File: src/rtl/dtpd_pkg.sv
// Shared types and default sizes for the difference turning point detector.
// No dependencies; imported by every module of the block.
`default_nettype none

package dtpd_pkg;

  // Default field sizes; the difference is always one bit wider than a sample.
  localparam int unsigned SampleWidthDef = 16;
  localparam int unsigned IndexWidthDef  = 32;

  // Direction of a pair of successive differences. Neither bit set means same.
  typedef struct packed {
    logic rise;
    logic fall;
  } dir_t;

endpackage

`default_nettype wire

File: src/rtl/dtpd_dir_cmp.sv
// Direction compare between the previous and the current first difference.
// Depends on dtpd_pkg for the direction struct.
`default_nettype none

module dtpd_dir_cmp
  import dtpd_pkg::*;
#(
  parameter int unsigned DIFF_WIDTH = SampleWidthDef + 1
) (
  input  logic signed [DIFF_WIDTH-1:0] prev_diff_i,
  input  logic signed [DIFF_WIDTH-1:0] cur_diff_i,
  output dir_t                         dir_o
);

  // The sign tests on the current difference collapse into a plain ordering:
  // a negative previous value is always below a positive current one, and a
  // positive previous value is always above a non-positive current one.
  assign dir_o.rise = (prev_diff_i < cur_diff_i);
  assign dir_o.fall = (prev_diff_i > cur_diff_i);

endmodule

`default_nettype wire

File: src/rtl/difference_turning_point_detector_core.sv
// Top level of the difference turning point detector: input register,
// step tracking state and result register. Depends on dtpd_pkg, dtpd_dir_cmp.
//
//   channel | handshake              | payload
//   --------+------------------------+-----------------------------------------
//   input   | in_valid_i/in_stall_o  | sample_i
//   result  | out_valid_o/out_stall_i| point_index_o, point_difference_o,
//           |                        | is_crest_o
//
// One item is taken per cycle while in_stall_o is low. A result is registered:
// the item sits in the input register, and the difference and compare path
// then loads the result register. Reset clears valid flags, tracking state
// and the sample counter, not the payload registers. A stalled result holds
// the input register, which stalls the input only while it holds an item.
`default_nettype none

module difference_turning_point_detector_core
  import dtpd_pkg::*;
#(
  parameter int unsigned SAMPLE_WIDTH = SampleWidthDef,
  parameter int unsigned INDEX_WIDTH  = IndexWidthDef
) (
  input  logic                           clk_i,
  input  logic                           rst_ni,
  input  logic                           in_valid_i,
  output logic                           in_stall_o,
  input  logic signed [SAMPLE_WIDTH-1:0] sample_i,
  output logic                           out_valid_o,
  input  logic                           out_stall_i,
  output logic [INDEX_WIDTH-1:0]         point_index_o,
  output logic signed [SAMPLE_WIDTH:0]   point_difference_o,
  output logic                           is_crest_o
);

  localparam int unsigned DiffWidth = SAMPLE_WIDTH + 1;

  // Input register.
  logic                           in_valid_q;
  logic signed [SAMPLE_WIDTH-1:0] sample_q;

  // Tracking state.
  logic                           have_sample_q, have_diff_q, have_step_q;
  logic signed [SAMPLE_WIDTH-1:0] last_sample_q;
  logic signed [DiffWidth-1:0]    last_diff_q;
  logic [INDEX_WIDTH-1:0]         step_index_q;
  logic signed [DiffWidth-1:0]    step_diff_q;
  logic                           step_rise_q;
  logic [INDEX_WIDTH-1:0]         sample_count_q;

  // Result register.
  logic                           out_valid_q;
  logic [INDEX_WIDTH-1:0]         point_index_q;
  logic signed [DiffWidth-1:0]    point_diff_q;
  logic                           is_crest_q;

  logic                           out_hold;
  logic                           proc_fire;
  logic signed [DiffWidth-1:0]    cur_diff;
  dir_t                           dir;
  logic                           new_step;
  logic                           emit;

  assign out_hold   = out_valid_q & out_stall_i;
  assign in_stall_o = in_valid_q & out_hold;
  assign proc_fire  = in_valid_q & ~out_hold;

  assign cur_diff = {sample_q[SAMPLE_WIDTH-1], sample_q}
                  - {last_sample_q[SAMPLE_WIDTH-1], last_sample_q};

  dtpd_dir_cmp #(
    .DIFF_WIDTH (DiffWidth)
  ) u_dir_cmp (
    .prev_diff_i (last_diff_q),
    .cur_diff_i  (cur_diff),
    .dir_o       (dir)
  );

  assign new_step = have_sample_q & have_diff_q & (dir.rise | dir.fall);
  // A turning point needs a recorded step whose direction the new step reverses.
  assign emit     = new_step & have_step_q & (step_rise_q != dir.rise);

  always_ff @(posedge clk_i or negedge rst_ni) begin
    if (!rst_ni) begin
      in_valid_q     <= 1'b0;
      have_sample_q  <= 1'b0;
      have_diff_q    <= 1'b0;
      have_step_q    <= 1'b0;
      last_sample_q  <= '0;
      last_diff_q    <= '0;
      step_index_q   <= '0;
      step_diff_q    <= '0;
      step_rise_q    <= 1'b0;
      sample_count_q <= '0;
      out_valid_q    <= 1'b0;
    end else begin
      if (!in_stall_o) begin
        in_valid_q <= in_valid_i;
      end
      if (proc_fire) begin
        if (have_sample_q) begin
          last_diff_q <= cur_diff;
          have_diff_q <= 1'b1;
        end
        if (new_step) begin
          have_step_q  <= 1'b1;
          step_index_q <= sample_count_q;
          step_diff_q  <= cur_diff;
          step_rise_q  <= dir.rise;
        end
        last_sample_q  <= sample_q;
        have_sample_q  <= 1'b1;
        sample_count_q <= sample_count_q + 1'b1;
      end
      if (!out_hold) begin
        out_valid_q <= proc_fire & emit;
      end
    end
  end

  // Payload registers without reset.
  always_ff @(posedge clk_i) begin
    if (in_valid_i && !in_stall_o) begin
      sample_q <= sample_i;
    end
    if (proc_fire && emit) begin
      point_index_q <= step_index_q;
      point_diff_q  <= step_diff_q;
      is_crest_q    <= step_rise_q;
    end
  end

  assign out_valid_o        = out_valid_q;
  assign point_index_o      = point_index_q;
  assign point_difference_o = point_diff_q;
  assign is_crest_o         = is_crest_q;

endmodule

`default_nettype wire

File: config.mk
export PLATFORM = sky130hd
export DESIGN_NAME = difference_turning_point_detector_core
export DESIGN_NICKNAME = d
export VERILOG_FILES = /design/src/rtl/dtpd_pkg.sv /design/src/rtl/dtpd_dir_cmp.sv /design/src/rtl/difference_turning_point_detector_core.sv
export SDC_FILE = /design/constraint.sdc
export NUM_CORES = 1
export LEC_CHECK = 0
export BUFFER_PORTS_ARGS = -buffer_cell sky130_fd_sc_hd__buf_2
export CAP_MARGIN = 20
export CORE_MARGIN = 4
export CORE_UTILIZATION = 40
export CTS_CLUSTER_SIZE = 24
export DETAILED_ROUTE_END_ITERATION = 16
export HOLD_SLACK_MARGIN = 0.12
export SYNTH_ARGS = -nofsm -noshare
export SYNTH_HDL_FRONTEND = slang
export SYNTH_SLANG_ARGS = --single-unit
export TNS_END_PERCENT = 50
File: constraint.sdc
create_clock -name clk_i -period 7.9 [get_ports clk_i]
set_clock_uncertainty 0.05 [all_clocks]
set_input_delay 0 -clock clk_i [delete_from_list [all_inputs] [get_ports clk_i]]
set_output_delay 0 -clock clk_i [all_outputs]
set_load 0.01 [all_outputs]
==> metrics.yaml, run 1 <==
drt:
  vias: 4747
  drt-initial-drc-count: 218
  wl_per_cell_um: 14.9
  drc: 0
  viasPerCell: 4.85
  wl_um: 14600
  final_antenna_net_count: 0
  dr.pass1.iters: 4
place:
  port_buffers: 71
  place.gp.congestion: 0.809
  dp_hpwl_um: 10200
  placed_cell_area_um2: 8610
  place_inst: 923
setup_path:
  path_class: "reg -> reg"
  arrival_ns: 5.51
  worstPathCellList: "inv_1 -> ha_1 -> inv_1 -> fa_1 -> a21o_1 -> a21oi_1 -> o31ai_1 -> a21boi_1 -> o2111ai_1 -> nor2b_1 -> ha_1 -> and4_4 -> a221oi_4 -> a21oi_2 -> or2_2 -> nor4_4 -> buf_4"
  end_kind: "flop"
  critical_path_depth: 17
  r2r_cells: 17
  crit_family: "compound AO/OA/AOI/OAI gates"
  slowest_stage: "buf_4"
  max_stage_delay_ns: 0.57
  worst-path-buf-inv: 3
  startpoint_type: "flop"
  crit_required_ns: 7.92
  path_max_fanout: 41
clock_tree:
  clk_pin_slew_ns: 0.07
  clk_path_buf_depth: 2
  clock_sinks: 186
  htreeDepth: 4
  cts_inserted_buffers: 17
  insertion_delay_ns: 0.43
  cts-resized-gates: 0
  cts_root_buffer: "clkbuf_16"
  cts_tree: "done"
synthesis:
  synth_fp_nets: 657
  postSynthAreaPerCell_um2: 13.3
  ys.flop_type: "dfrtp_1"
  synth.distinct_cells: 52
  synth_cells: 602
  synth_seq_cells: 186
  yosys_warnings: 0
  syn-cell-area_um2: 7990
  synth_edf_count: 66
  async_flop_share_pct: 64.5
  yosysSeqAreaShare_pct: 62.4
sta:
  layout_min_cycle_time_ns: 5.49
  finalHoldViolations: 0
  maxSlewViolCount: 0
  relSlewSlack_pct: 34.5
  period_share_pct: 69.5
  worst_pin_slew_ns: 0.982
  fmax_mhz: 182
  final-setup-viol-count: 0
  rsz0062_at_grt: "false"
  fin_tns_setup_ns: 0
layout:
  syn2layout_area_growth_pct: 18.3
  ff_latch_area_um2: 4980
  fin_nets: 754
  fillers: 1747
  multi_input_area_um2: 2800
  stdcell_area_um2: 9450
  finalNonFillerCells: 978
  final_util_pct: 48.3
  drive_gt1_share_pct: 22.1
die:
  core_um2: 19600
  dieArea_um2: 22300
  initial_core_util_pct: 40.8
  die_y_um: 149
  ioPinCount: 72
  row_count: 51
  fp.dieW_um: 149
hold_path:
  hold_depth: 2
  hp-class: "in -> reg"
global_routing:
  antenna_found_initial: 1
  grt_pass1_vias: 4872
  grt.total_usage_pct: 13.9
  grt.overflow.total: 0
  grt_pass1_wl_um: 24500
  grt_max_degree: 79
run:
  drv_cap: 0
pwr:
  cellLeakagePower_nw: 4.20
  power.density_nw_per_um2: 390
  ir_drop_uv: 202
status:
  outcome: "finished clean"
metrics by stage:
| step | hold slack (ns) | power (mW) | setup WS (ns) |
|---|---|---|---|
| finish | 0.225 | 3.69 | 2.41 |
| global route | 0.214 | 3.96 | 2.04 |
| CTS | 0.208 | 3.74 | 2.37 |
| detailed placement | 0.00184 | 2.87 | 2.40 |
| global placement | -0.0187 | 2.83 | 2.61 |
| floorplan | -0.346 | 2.46 | 0.876 |
sequential cells by signal, summed over array words and instances (netlist names):
name,cells
have_sample_q,1
out_valid_o,1
step_rise_q,1
step_diff_q,17
have_step_q,1
point_difference_o,17
in_valid_q,1
last_sample_q,16
is_crest_o,1
last_diff_q,17
sample_count_q,32
have_diff_q,1
sample_q,16
point_index_o,32
step_index_q,32
power breakdown:
| group | total, mW | leakage (nW) | internal (mW) | switching, mW |
|---|---|---|---|---|
| combinational | 1.31 | 1.75 | 0.525 | 0.787 |
| sequential | 1.53 | 2.16 | 1.39 | 0.140 |
| clock | 0.847 | 0.293 | 0.449 | 0.398 |
Yosys cell counts (all sizes together) (2+ instances only):
library cell  count  area share (%)
nand2            55             2.6
edfxtp           66              25
a31oi             2            0.16
nor2             10            0.47
o21a              2            0.19
inv              28             1.3
nand4             6            0.47
nor2b             2            0.16
and3              7            0.55
a21o             10            0.94
and4              8            0.91
clkbuf           13            0.61
a211oi            3            0.34
mux2             37             6.7
a221oi            2            0.44
o31ai             5            0.47
dfrtp           120              38
nand2b            8            0.63
and3b             2            0.22
nor3              5            0.31
o21ai            62             3.9
a2bb2oi           2            0.22
mux2i             2            0.25
nor4              2            0.23
o211ai            2            0.19
and2              5            0.39
nand3            19             1.2
or2               6            0.47
ha               34             5.3
xor2             13             1.4
xnor2            31             3.4
a21boi            4            0.38
buf               6            0.85
a21oi            14            0.92
worst paths after layout:
check                                     from                    end  slack (ns)
worst max-delay path               sample_q[0]      point_index_o[25]        2.41
worst max register to register     sample_q[0]      point_index_o[25]        2.41
max in group asynchronous               rst_ni         last_diff_q[6]        6.20
worst min register to register  step_diff_q[2]  point_difference_o[2]        0.39
worst min-delay path              sample_i[10]           sample_q[10]        0.22
min in group asynchronous               rst_ni      last_sample_q[12]        0.63
placed cells by master (no fill, tap or decap), types with 13 or more instances in the layout:
cell type	count
ha_1	34
nand2_1	55
xor2_1	13
mux2_4	31
dfrtp_1	120
a21oi_1	13
dlygate4sd3_1	21
edfxtp_1	66
clkbuf_16	18
buf_2	70
nand3_1	19
o21ai_0	53
inv_1	28
xnor2_1	31
timing repair:
| item | CTS | global route |
|---|---|---|
| hold buffers | 22 | 0 |
| buffers inserted | 0 | 0 |
| endpoints found under the setup margin | 0 | 0 |
| hold endpoints to repair | 61 | 0 |
cell type report:
cell class,count,share of cell area (%)
sequential,186,52.7
inverter,28,1.11
multi-input combinational,369,29.6
clock inverter,13,1.48
antenna,1,0.0265
tap,265,3.51
clock buffer,19,4.91
timing repair buffer,97,6.62
per-layer routing:
metal  global-route usage [%]  vias to the layer above  wire length, µm
li1                         -                     2349                -
met1                     18.0                     2311             6790
met2                     23.2                       74             7080
met3                     4.25                       13              595
met4                     3.02                        0              113
met5                        0                        -                0
kinds of logic (layout without fill, tap and decap cells):
kind of cell,Yosys count,after routing,synth area share (%)
AND/OR/NAND/NOR,135,135,8.58
AO/OA/AOI/OAI,116,116,8.98
buffers and inverters,47,157,2.77
adder cells (fa/ha/maj),35,35,5.57
XOR/XNOR,44,44,4.82
other,0,1,0
multiplexers,39,39,6.92
flip-flops,186,186,62.4
(Power assumes the default switching activity.)
==> run 2, diff against run 1 <==
clock period = 5.3 ns   (was 7.9 ns; I/O delays follow)
==> metrics.yaml, run 2 (synthesis results as in run 1) <==
layout:
  fin_nets: 756
  final_util_pct: 49.0
  multi_input_area_um2: 2900
  ff_latch_area_um2: 4980
  layout_common_cells: "120 x dfrtp_1, 70 x buf_2, 66 x edfxtp_1"
  antenna_cells: 0
  finalNonFillerCells: 979
  drive_gt1_share_pct: 23.8
  syn2layout_area_growth_pct: 20.1
  final_common_cell: "dfrtp_1"
  fillers: 1693
clock_tree:
  clock_sinks: 186
  postCtsSetupBuffers: 0
  cts_inserted_buffers: 17
  insertion_delay_ns: 0.42
  clk_path_buf_depth: 2
  cts_tree: "done"
  clk_pin_slew_ns: 0.07
  cts-resized-gates: 0
  cts_root_buffer: "clkbuf_16"
  htreeDepth: 4
sta:
  worst_pin_slew_ns: 0.926
  rsz0062_at_grt: "false"
  layout_setup_ws_ns: 0.747
  final-setup-viol-count: 0
  layout_min_cycle_time_ns: 4.55
  maxSlewViolCount: 0
  relSlewSlack_pct: 38.3
  fmax_mhz: 220
  finalHoldViolations: 0
  period_share_pct: 85.9
place:
  dp_hpwl_um: 10200
  port_buffers: 71
  place_ws_ns: 0.797
  place.gp.congestion: 0.886
  place_inst: 925
drt:
  drt-initial-drc-count: 170
  drc: 0
  final_antenna_net_count: 0
  viasPerCell: 4.85
  wl_per_cell_um: 14.8
  wl_um: 14500
  vias: 4747
  dr.pass1.iters: 6
pwr:
  ir_drop_uv: 307
  switching_share_pct: 35.2
  power.density_nw_per_um2: 589
  cellLeakagePower_nw: 4.24
  p_clk_share_pct: 23.0
  combPwrFrac_pct: 36.7
  p_sw_mw: 1.99
  p_int_mw: 3.66
  power_frac_seq_pct: 40.3
  finalPower_mw: 5.65
global_routing:
  grt_pass1_wl_um: 25100
  antenna_found_initial: 0
  grt_pass1_vias: 4923
  grt_max_degree: 75
  grt.total_usage_pct: 14.1
  grt.overflow.total: 0
setup_path:
  crit_required_ns: 5.37
  arrival_ns: 4.62
  r2r_cells: 15
  end_kind: "flop"
  startpoint_type: "flop"
  path_max_fanout: 38
  path_class: "reg -> reg"
run:
  drv_cap: 0
die:
  row_count: 51
  dieArea_um2: 22300
  initial_core_util_pct: 40.8
  die_y_um: 149
  ioPinCount: 72
  fp.dieW_um: 149
  core_um2: 19600
hold_path:
  hold_depth: 2
  hp-class: "in -> reg"
status:
  outcome: "finished clean"
==> run 2: cell count changes in the layout (fill, tap and decap cells not counted), sizes merged <==
cell,previous run,this run
buf,76,78
bufinv,0,2
clkbuf,19,18
clkinvlp,1,0
diode,1,0
==> run 2: metrics by stage <==
step | area [µm²] | setup TNS [ns] | hold WS [ns]
detailed placement | 8750 | 0 | 0.0136
global placement | 8750 | 0 | 0.00558
finish | 9600 | 0 | 0.231
floorplan | 8110 | -19.93 | -0.346
global route | 9600 | 0 | 0.217
CTS | 9600 | 0 | 0.213
==> run 2: final timing paths <==
check / startpoint / to / slack [ns]
min in group asynchronous: rst_ni / last_sample_q[13] / 0.60
max: sample_q[4] / point_index_o[22] / 0.75
max in group asynchronous: rst_ni / sample_count_q[24] / 3.71
min reg2reg: step_diff_q[4] / point_difference_o[4] / 0.39
max reg2reg: sample_q[4] / point_index_o[22] / 0.75
min: sample_i[8] / sample_q[8] / 0.23
==> run 2: timing repair <==
action / in CTS / in global routing
hold endpoints to repair: 64 / 0
hold buffers: 22 / 0
setup endpoints to repair: 0 / 0
==> run 2: cell type report <==
cell class              instances  share of cell area (%)
multi-input cells             369                    30.2
repair buffers                 99                    6.94
well taps                     265                    3.45
clock inverters                14                    1.89
clock buffers                  18                    4.47
flip-flops and latches        186                    51.9
inverters                      28                    1.10
==> run 2: power groups by stage <==
stage	combinational (mW)	clock [mW]	sequential, mW
finish	2.07	1.30	2.28
global route	2.33	1.40	2.33
CTS	2.11	1.33	2.29
detailed placement	2.08	0	2.32
global placement	2.03	0	2.31
floorplan	1.37	0	2.39
==> run 2: layer usage <==
metal | routed length (µm) | vias to the layer above | track usage [%]
met3 | 556 | 10 | 3.65
met4 | 126 | 0 | 3.48
met1 | 6730 | 2311 | 18.6
met2 | 7110 | 81 | 23.3
met5 | 0 | - | 0
li1 | - | 2345 | -
==> run 2: critical path: stages (launching register included) <==
cell and delay (ns):
edfxtp_1 0.43, ha_4 0.26, a21o_1 0.17, a21o_1 0.19, o311a_1 0.41, o32ai_1 0.42
xnor2_1 0.21, inv_1 0.07, ha_1 0.31, nand2_1 0.07, o21ai_1 0.12, a221oi_4 0.41
a21oi_2 0.10, or2_2 0.36, nor4_4 0.37, buf_12 0.27
